## config.mk

```make
export PLATFORM = sky130hd
export DESIGN_NAME = uuid_v4_string_generator_top_flat
export DESIGN_NICKNAME = d
export VERILOG_FILES = /design/src/rtl/uvg_pkg.sv /design/src/rtl/uvg_req_if.sv /design/src/rtl/uvg_char_if.sv /design/src/rtl/uuid_v4_string_generator_top.sv /design/src/rtl/uvg_sequencer.sv /design/src/rtl/uvg_datapath.sv /design/src/flat_wrapper.sv
export SDC_FILE = /design/constraint.sdc
export NUM_CORES = 2
export LEC_CHECK = 0
export ABC_CLOCK_PERIOD_IN_PS = 13400
export BUFFER_PORTS_ARGS = -buffer_cell sky130_fd_sc_hd__buf_2
export CAP_MARGIN = 20
export CORE_UTILIZATION = 45
export DETAILED_ROUTE_END_ITERATION = 8
export GPL_ROUTABILITY_DRIVEN = 0
export PLACE_DENSITY = 0.7
export SYNTH_ARGS = -nofsm -noshare
export SYNTH_HDL_FRONTEND = slang
export SYNTH_SLANG_ARGS = --single-unit
```

## constraint.sdc

```tcl
create_clock -name clk -period 13.4 [get_ports clk]
set_input_delay 2.01 -clock clk [delete_from_list [all_inputs] [get_ports clk]]
set_output_delay 2.01 -clock clk [all_outputs]
set_load 0.05 [all_outputs]
```

## src/rtl/uvg_pkg.sv

```systemverilog
// Shared types, constants and microcode for the UUID v4 string generator.
package uvg_pkg;

    localparam int unsigned STATE_W = 64;
    localparam int unsigned HALF_W  = STATE_W / 2;
    localparam int unsigned CHAR_W  = 7;
    localparam int unsigned POS_W   = 6;
    localparam int unsigned STEP_W  = 4;

    localparam logic [STATE_W-1:0] GOLDEN_INC = 64'h9E37_79B9_7F4A_7C15;
    localparam logic [STATE_W-1:0] MIX_MUL_A  = 64'hBF58_476D_1CE4_E5B9;
    localparam logic [STATE_W-1:0] MIX_MUL_B  = 64'h94D0_49BB_1331_11EB;

    localparam logic [CHAR_W-1:0] CHAR_DASH   = 7'h2D;
    localparam logic [CHAR_W-1:0] CHAR_FOUR   = 7'h34;
    localparam logic [CHAR_W-1:0] CHAR_ZERO   = 7'h30;
    localparam logic [CHAR_W-1:0] CHAR_A_BASE = 7'h57;

    localparam logic [POS_W-1:0] POS_DASH_0   = 6'd8;
    localparam logic [POS_W-1:0] POS_DASH_1   = 6'd13;
    localparam logic [POS_W-1:0] POS_DASH_2   = 6'd18;
    localparam logic [POS_W-1:0] POS_DASH_3   = 6'd23;
    localparam logic [POS_W-1:0] POS_VERSION  = 6'd14;
    localparam logic [POS_W-1:0] POS_VARIANT  = 6'd19;
    localparam logic [POS_W-1:0] POS_LAST     = 6'd35;
    localparam logic [POS_W-1:0] POS_FIRST    = 6'd0;

    typedef logic [STEP_W-1:0] step_t;

    localparam step_t STEP_WAIT  = 4'd0;
    localparam step_t STEP_CHAR  = 4'd1;
    localparam step_t STEP_FIXED = 4'd13;

    typedef enum logic [1:0] {MUL_NONE, MUL_LL, MUL_LH, MUL_HL} mul_t;
    typedef enum logic {KSEL_A, KSEL_B} ksel_t;
    typedef enum logic [1:0] {ACC_HOLD, ACC_LOAD, ACC_ADD_HI} acc_t;
    typedef enum logic [1:0] {X_HOLD, X_STEP, X_MIX27} x_t;
    typedef enum logic [1:0] {EMIT_NONE, EMIT_DRAW, EMIT_FIXED} emit_t;
    typedef enum logic [1:0] {JMP_NEXT, JMP_WAIT, JMP_IF_FIXED, JMP_CHAR_END} jmp_t;

    typedef struct packed {
        mul_t  mul;
        ksel_t ksel;
        acc_t  acc;
        x_t    x;
        emit_t emit;
        jmp_t  jmp;
        step_t target;
    } uword_t;

    // Control handed from the sequencer to the datapath each cycle.
    typedef struct packed {
        uword_t uw;
        logic   fire;
        logic   load_seed;
        logic   is_dash;
        logic   is_nineteen;
        logic   is_last;
    } ctl_t;

    localparam uword_t UW_NOP = '{
        mul: MUL_NONE, ksel: KSEL_A, acc: ACC_HOLD, x: X_HOLD,
        emit: EMIT_NONE, jmp: JMP_NEXT, target: STEP_WAIT
    };

    // Control store. Steps 2 to 11 compute one draw: advance the state, then two
    // 64-bit multiplies, each built from three 32x32 partial products.
    function automatic uword_t ucode(step_t s);
        uword_t w;
        w = UW_NOP;
        case (s)
            4'd0:  begin w.jmp = JMP_WAIT; w.target = STEP_CHAR; end
            4'd1:  begin w.jmp = JMP_IF_FIXED; w.target = STEP_FIXED; end
            4'd2:  w.x = X_STEP;
            4'd3:  begin w.mul = MUL_LL; w.ksel = KSEL_A; end
            4'd4:  begin w.mul = MUL_LH; w.ksel = KSEL_A; w.acc = ACC_LOAD; end
            4'd5:  begin w.mul = MUL_HL; w.ksel = KSEL_A; w.acc = ACC_ADD_HI; end
            4'd6:  w.acc = ACC_ADD_HI;
            4'd7:  w.x = X_MIX27;
            4'd8:  begin w.mul = MUL_LL; w.ksel = KSEL_B; end
            4'd9:  begin w.mul = MUL_LH; w.ksel = KSEL_B; w.acc = ACC_LOAD; end
            4'd10: begin w.mul = MUL_HL; w.ksel = KSEL_B; w.acc = ACC_ADD_HI; end
            4'd11: w.acc = ACC_ADD_HI;
            4'd12: begin w.emit = EMIT_DRAW; w.jmp = JMP_CHAR_END; w.target = STEP_CHAR; end
            4'd13: begin w.emit = EMIT_FIXED; w.jmp = JMP_CHAR_END; w.target = STEP_CHAR; end
            default: begin w.jmp = JMP_CHAR_END; w.target = STEP_WAIT; end
        endcase
        return w;
    endfunction

    function automatic logic [CHAR_W-1:0] hex_char(logic [3:0] n);
        logic [CHAR_W-1:0] c;
        if (n < 4'd10)
            c = CHAR_ZERO + {3'b000, n};
        else
            c = CHAR_A_BASE + {3'b000, n};
        return c;
    endfunction

endpackage

```

## src/rtl/uvg_req_if.sv

```systemverilog
// Request channel: one beat with request set asks for one identifier string.
interface uvg_req_if;
    logic valid;
    logic ready;
    logic request;

    modport source (output valid, output request, input ready);
    modport sink (input valid, input request, output ready);
endinterface

```

## src/rtl/uvg_char_if.sv

```systemverilog
// Character channel: one beat carries one ASCII character of an identifier.
interface uvg_char_if;
    logic                        valid;
    logic                        ready;
    logic [uvg_pkg::CHAR_W-1:0]  char_code;
    logic                        last_char;

    modport source (output valid, output char_code, output last_char, input ready);
    modport sink (input valid, input char_code, input last_char, output ready);
endinterface

```

## src/rtl/uuid_v4_string_generator_top.sv

```systemverilog
// Top level of the UUID v4 string generator.
//
// A beat on req with request set asks for one identifier; the block answers with
// 36 beats on result, one lowercase hex digit or dash each, last_char set on
// the final one. A request beat with request clear is taken and ignored.
// req is ready only between strings, so one string is produced at a time.
// Each hex digit takes 12 microcode steps: a dispatch step, one generator draw
// (a 64-bit add, then two 64-bit multiplies done as three partial products each
// on a single 32x32 multiplier) and an emit step. Dashes and the version digit
// take 2 steps. Once the last character is loaded into the output register, req
// is ready again in the next cycle. result has a one-beat output register; while
// it is stalled the sequencer holds at its emit step and no state is lost.
// seed_reg is written on cfg_wr_en/cfg_wr_data; the user must write it only while
// the block is idle, and nothing in the block enforces this.
// Reset clears the seed to zero and marks the generator unseeded; the first
// request after reset loads the state from the seed.
module uuid_v4_string_generator_top
(
    input  logic                         clk,
    input  logic                         rst_n,
    input  logic                         cfg_wr_en,
    input  logic [uvg_pkg::STATE_W-1:0]  cfg_wr_data,
    uvg_req_if.sink                      req,
    uvg_char_if.source                   result
);

    uvg_pkg::ctl_t ctl;
    logic          out_free;

    uvg_sequencer u_seq
    (
        .clk      (clk),
        .rst_n    (rst_n),
        .req      (req),
        .out_free (out_free),
        .ctl      (ctl)
    );

    uvg_datapath u_dp
    (
        .clk         (clk),
        .rst_n       (rst_n),
        .cfg_wr_en   (cfg_wr_en),
        .cfg_wr_data (cfg_wr_data),
        .ctl         (ctl),
        .out_free    (out_free),
        .result      (result)
    );

endmodule

```

## src/rtl/uvg_sequencer.sv

```systemverilog
// Microcode sequencer: step counter, character position and branch logic.
module uvg_sequencer
(
    input  logic          clk,
    input  logic          rst_n,
    uvg_req_if.sink       req,
    input  logic          out_free,
    output uvg_pkg::ctl_t ctl
);

    uvg_pkg::step_t             step_reg, step_next;
    logic [uvg_pkg::POS_W-1:0]  pos_reg, pos_next;
    logic                       seeded_reg, seeded_next;
    uvg_pkg::uword_t            uw;
    logic                       start;
    logic                       is_dash;
    logic                       is_four;
    logic                       is_last;
    logic                       fire;

    assign uw        = uvg_pkg::ucode(step_reg);
    assign req.ready = (step_reg == uvg_pkg::STEP_WAIT);
    assign start     = req.valid && req.ready && req.request;

    assign is_dash = pos_reg inside {uvg_pkg::POS_DASH_0, uvg_pkg::POS_DASH_1,
                                     uvg_pkg::POS_DASH_2, uvg_pkg::POS_DASH_3};
    assign is_four = (pos_reg == uvg_pkg::POS_VERSION);
    assign is_last = (pos_reg == uvg_pkg::POS_LAST);

    // Only an emitting step can stall, and only while the output beat is held.
    assign fire = (uw.emit == uvg_pkg::EMIT_NONE) || out_free;

    always_comb
    begin
        ctl.uw          = uw;
        ctl.fire        = fire;
        ctl.load_seed   = start && !seeded_reg;
        ctl.is_dash     = is_dash;
        ctl.is_nineteen = (pos_reg == uvg_pkg::POS_VARIANT);
        ctl.is_last     = is_last;
    end

    always_comb
    begin
        step_next   = step_reg + 4'd1;
        pos_next    = pos_reg;
        seeded_next = seeded_reg;
        case (uw.jmp)
            uvg_pkg::JMP_NEXT:
                step_next = step_reg + 4'd1;
            uvg_pkg::JMP_WAIT:
            begin
                step_next = start ? uw.target : step_reg;
                if (start)
                begin
                    pos_next    = uvg_pkg::POS_FIRST;
                    seeded_next = 1'b1;
                end
            end
            uvg_pkg::JMP_IF_FIXED:
                step_next = (is_dash || is_four) ? uw.target : step_reg + 4'd1;
            uvg_pkg::JMP_CHAR_END:
            begin
                if (!fire)
                    step_next = step_reg;
                else if (is_last)
                begin
                    step_next = uvg_pkg::STEP_WAIT;
                    pos_next  = uvg_pkg::POS_FIRST;
                end
                else
                begin
                    step_next = uw.target;
                    pos_next  = pos_reg + 6'd1;
                end
            end
            default:
                step_next = uvg_pkg::STEP_WAIT;
        endcase
    end

    always_ff @(posedge clk or negedge rst_n)
    begin
        if (!rst_n)
        begin
            step_reg   <= uvg_pkg::STEP_WAIT;
            pos_reg    <= uvg_pkg::POS_FIRST;
            seeded_reg <= 1'b0;
        end
        else
        begin
            step_reg   <= step_next;
            pos_reg    <= pos_next;
            seeded_reg <= seeded_next;
        end
    end

endmodule

```

## src/rtl/uvg_datapath.sv

```systemverilog
// Datapath: seed and generator state, shared 32x32 multiplier, output register.
module uvg_datapath
(
    input  logic                         clk,
    input  logic                         rst_n,
    input  logic                         cfg_wr_en,
    input  logic [uvg_pkg::STATE_W-1:0]  cfg_wr_data,
    input  uvg_pkg::ctl_t                ctl,
    output logic                         out_free,
    uvg_char_if.source                   result
);

    logic [uvg_pkg::STATE_W-1:0] seed_reg, seed_next;
    logic [uvg_pkg::STATE_W-1:0] state_reg, state_next;
    logic [uvg_pkg::STATE_W-1:0] x_reg, x_next;
    logic [uvg_pkg::STATE_W-1:0] acc_reg, acc_next;
    logic [uvg_pkg::STATE_W-1:0] prod_reg, prod_next;
    logic                        out_valid_reg, out_valid_next;
    logic [uvg_pkg::CHAR_W-1:0]  char_reg, char_next;
    logic                        last_reg, last_next;

    logic [uvg_pkg::STATE_W-1:0] k;
    logic [uvg_pkg::HALF_W-1:0]  mul_a;
    logic [uvg_pkg::HALF_W-1:0]  mul_b;
    logic [uvg_pkg::STATE_W-1:0] step_sum;
    logic [3:0]                  draw_nib;
    logic [3:0]                  digit;
    logic                        emit;

    assign out_free = !out_valid_reg || result.ready;
    assign emit     = ctl.fire && (ctl.uw.emit != uvg_pkg::EMIT_NONE);

    assign k        = (ctl.uw.ksel == uvg_pkg::KSEL_A) ? uvg_pkg::MIX_MUL_A : uvg_pkg::MIX_MUL_B;
    assign mul_a    = (ctl.uw.mul == uvg_pkg::MUL_HL) ? x_reg[63:32] : x_reg[31:0];
    assign mul_b    = (ctl.uw.mul == uvg_pkg::MUL_LH) ? k[63:32] : k[31:0];
    assign step_sum = state_reg + uvg_pkg::GOLDEN_INC;

    // Only the low nibble of the final xor-shift is ever used.
    assign draw_nib = acc_reg[3:0] ^ acc_reg[34:31];
    assign digit    = ctl.is_nineteen ? {2'b10, draw_nib[1:0]} : draw_nib;

    always_comb
    begin
        seed_next = cfg_wr_en ? cfg_wr_data : seed_reg;

        state_next = state_reg;
        x_next     = x_reg;
        if (ctl.load_seed)
            state_next = seed_reg;
        else if (ctl.uw.x == uvg_pkg::X_STEP)
        begin
            state_next = step_sum;
            x_next     = step_sum ^ (step_sum >> 30);
        end
        else if (ctl.uw.x == uvg_pkg::X_MIX27)
            x_next = acc_reg ^ (acc_reg >> 27);

        prod_next = prod_reg;
        if (ctl.uw.mul != uvg_pkg::MUL_NONE)
            prod_next = {32'b0, mul_a} * {32'b0, mul_b};

        case (ctl.uw.acc)
            uvg_pkg::ACC_LOAD:   acc_next = prod_reg;
            uvg_pkg::ACC_ADD_HI: acc_next = acc_reg + {prod_reg[31:0], 32'b0};
            default:             acc_next = acc_reg;
        endcase

        out_valid_next = out_valid_reg && !result.ready;
        char_next      = char_reg;
        last_next      = last_reg;
        if (emit)
        begin
            out_valid_next = 1'b1;
            last_next      = ctl.is_last;
            if (ctl.uw.emit == uvg_pkg::EMIT_DRAW)
                char_next = uvg_pkg::hex_char(digit);
            else
                char_next = ctl.is_dash ? uvg_pkg::CHAR_DASH : uvg_pkg::CHAR_FOUR;
        end
    end

    always_ff @(posedge clk or negedge rst_n)
    begin
        if (!rst_n)
        begin
            seed_reg      <= '0;
            out_valid_reg <= 1'b0;
        end
        else
        begin
            seed_reg      <= seed_next;
            out_valid_reg <= out_valid_next;
        end
    end

    always_ff @(posedge clk)
    begin
        state_reg <= state_next;
        x_reg     <= x_next;
        acc_reg   <= acc_next;
        prod_reg  <= prod_next;
        char_reg  <= char_next;
        last_reg  <= last_next;
    end

    assign result.valid     = out_valid_reg;
    assign result.char_code = char_reg;
    assign result.last_char = last_reg;

endmodule
```

## src/flat_wrapper.sv

```systemverilog
// flat-port wrapper written by rule: the top's interface ports become plain ports
module uuid_v4_string_generator_top_flat 
  (clk, rst_n, cfg_wr_en, cfg_wr_data, req_valid, req_request, req_ready, result_valid, result_char_code, result_last_char, result_ready);
  uvg_req_if req_i ();
  uvg_char_if result_i ();
  input  logic clk;
  input  logic rst_n;
  input  logic cfg_wr_en;
  input  logic [uvg_pkg::STATE_W-1:0] cfg_wr_data;
  input wire logic [$bits(req_i.valid)-1:0] req_valid;
  input wire logic [$bits(req_i.request)-1:0] req_request;
  output wire logic [$bits(req_i.ready)-1:0] req_ready;
  output wire logic [$bits(result_i.valid)-1:0] result_valid;
  output wire logic [$bits(result_i.char_code)-1:0] result_char_code;
  output wire logic [$bits(result_i.last_char)-1:0] result_last_char;
  input wire logic [$bits(result_i.ready)-1:0] result_ready;
  assign req_i.valid = req_valid;
  assign req_i.request = req_request;
  assign req_ready = req_i.ready;
  assign result_valid = result_i.valid;
  assign result_char_code = result_i.char_code;
  assign result_last_char = result_i.last_char;
  assign result_i.ready = result_ready;
  uuid_v4_string_generator_top u_core (.clk(clk), .rst_n(rst_n), .cfg_wr_en(cfg_wr_en), .cfg_wr_data(cfg_wr_data), .req(req_i), .result(result_i));
endmodule
```

==> flow_summary.ini <==
[sta]
period_needed_ps = 11190
fmax_mhz = 89.36
rsz0062_at_grt = no
timing.max_slew.rel_slack_pct = 41.56
maxSlewViolCount = 0
finClkSkew_ps = 16.08
finalCritPeriodShare_pct = 83.52
setup_violations = 0
finalHoldViolCount = 0
tns_ps = 0
worst_pin_slew_ps = 876.6

[clocking]
htree_levels = 1
clk_latency_ps = 580
clk_pin_slew_ps = 70
post_cts_buffers = 0
hold_buffers = 0
cts_sinks = 340
cts_buffer_depth = 3
cts_buffers = 31
clockRootBuffer = clkbuf_16
post_cts_resized = 0
cts_tree = yes

[worst_hold_path]
hold_path_depth = 1
hold_class = flop to flop

[cells_and_area]
fin_nets = 5927
antennaDiodeCount = 0
drive_gt1_share_pct = 7.628
area_growth_pct = 6.401
mostFrequentLayoutCells = inv_1 (1002), fa_1 (803), ha_1 (395)
final_common_cell = inv_1

[worst_setup_path]
max_stage_delay_ps = 620
crit_path_top_delay_cell = ha_1
reg2reg_slack_ps = 2210
endpoint_kind = flop
reg2reg_depth = 30
path_max_fanout = 59
worstSetupStartpointType = flop
worst-endpoint-required_ps = 13720
cp.arrival_ps = 11510
path_common_cell = fa_1
crit_type = flop to flop

[synthesis]
synthArstFlopShare_pct = 22.35
avgSynthCellArea_um2 = 10.18
synth-seq-area-share_pct = 20.75
yosysWarnings = 0
ys_types = 87
synth-main-ff-cell = edfxtp_1
synth-edff-count = 264
ys_seq_elements = 340
synthesis.area_mm2 = 0.04736
synthCells = 4653
syn_nets = 5924

[run_status]
outcome = finished clean

[floorplanning]
coreArea_mm2 = 0.1039
fp.dieH_um = 326.4
rows = 118
start_util_pct = 45.57
die_w_um = 326.4
dieArea_mm2 = 0.1065
io_pins = 80

[route]
routed_wl_um = 135400
drt_first_pass_iters = 6
drt_iter0_markers = 3547
drt.antenna.violating_nets = 0
wire_per_inst_um = 22.34
drc = 0
vias = 33450
vias_per_cell = 5.520

[grt]
grt_pass1_wl_um = 206800
antenna_found_initial = 4
grt_usage_pct = 25.73
grt_pass1_vias = 34480
grt_max_degree = 77
gr-total-overflow = 0

[placed_design]
port_buffers = 79
hpwl_um = 113800

[job]
max_cap_violations = 0
==> Yosys cell counts (19+ instances only) <==
| library cell | n | area (um2) |
|---|---|---|
| ha_1 | 398 | 4980 |
| o21a_1 | 21 | 157.7 |
| nor3_1 | 31 | 155.2 |
| a31oi_1 | 21 | 131.4 |
| nor2_1 | 328 | 1231 |
| dfrtp_1 | 76 | 1902 |
| a211oi_1 | 21 | 157.7 |
| xnor2_1 | 130 | 1139 |
| nand2_1 | 286 | 1074 |
| fa_1 | 803 | 16080 |
| xor2_1 | 105 | 919.6 |
| nand3_1 | 32 | 160.2 |
| nand2b_1 | 105 | 656.9 |
| and3_1 | 19 | 118.9 |
| nand4_1 | 21 | 131.4 |
| nor2b_1 | 58 | 362.9 |
| o21ai_0 | 113 | 565.5 |
| o21bai_1 | 19 | 142.6 |
| inv_1 | 1002 | 3761 |
| a21o_1 | 54 | 405.4 |
| mux2_2 | 129 | 1453 |
| clkbuf_1 | 134 | 503.0 |
| edfxtp_1 | 264 | 7928 |
| and2_1 | 79 | 494.2 |
| a21oi_1 | 169 | 845.8 |
| or2_2 | 19 | 118.9 |
==> cell type report <==
| type | count | area [um2] |
|---|---|---|
| sequential | 340 | 9829 |
| inverter | 1015 | 3810 |
| clock buffer | 47 | 1023 |
| tap | 1380 | 1727 |
| timing repair buffer | 114 | 693.2 |
| fill | 9497 | 53550 |
| multi-input combinational | 3154 | 33250 |
| clock inverter | 10 | 63.81 |
==> path summary, 6_finish.rpt <==
path,start,endpoint
max in group asynchronous,rst_n,u_core.u_seq.step_reg[1]
min in group asynchronous,rst_n,u_core.u_dp.seed_reg[34]
max reg2reg,u_core.u_seq.step_reg[1],u_core.u_dp.prod_reg[62]
min,u_core.u_dp.seed_reg[15],u_core.u_dp.seed_reg[15]
max,u_core.u_seq.step_reg[1],u_core.u_dp.prod_reg[62]
min reg2reg,u_core.u_dp.seed_reg[15],u_core.u_dp.seed_reg[15]
==> critical path, delay by kind of cell (launching register included) <==
family | cells | cell delay [ps]
fa+ha+maj | 11 | 5000
compound gates | 7 | 2150
simple gates | 5 | 1660
buf+inv | 5 | 1350
flops | 1 | 430
xor+xnor | 2 | 330
==> per-stage QoR <==
step           hold slack (ps)  util (%)  area, um2  instances  setup slack [ps]
2_1_floorplan            451.7         -      47360       4653              3716
3_3_place_gp             492.1     47.39      49260       6001              2792
3_5_place_dp             496.1     47.42      49280       6002              2540
4_1_cts                  511.1     48.46      50370       6059              2481
5_1_grt                  525.6     48.48      50390       6060              1904
6_report                 510.5     48.48      50390       6060              2209
==> logic make-up after synthesis <==
kind of cell | after synthesis | synth area share [%]
muxes | 144 | 3.387
xor gates and xnor gates | 240 | 4.589
adders and majority gates | 1201 | 44.46
AOI/OAI and AO/OA | 534 | 7.175
DFF | 340 | 20.75
buffers and inverters | 1159 | 9.196
and+or+nand+nor | 1034 | 10.43
other | 1 | 0.007918
==> metal layers <==
metal / wire length (um) / track usage [%] / up-vias
met5: 7 / 0 / -
met4: 8376 / 12.69 / 2
met3: 12250 / 4.475 / 358
met2: 60850 / 39.74 / 1665
met1: 53890 / 35.09 / 16750
li1: - / - / 14680
Power is left out: the tool's default activity adds up to more than one toggle a clock period on the data nets, which glitch-free logic cannot reach.
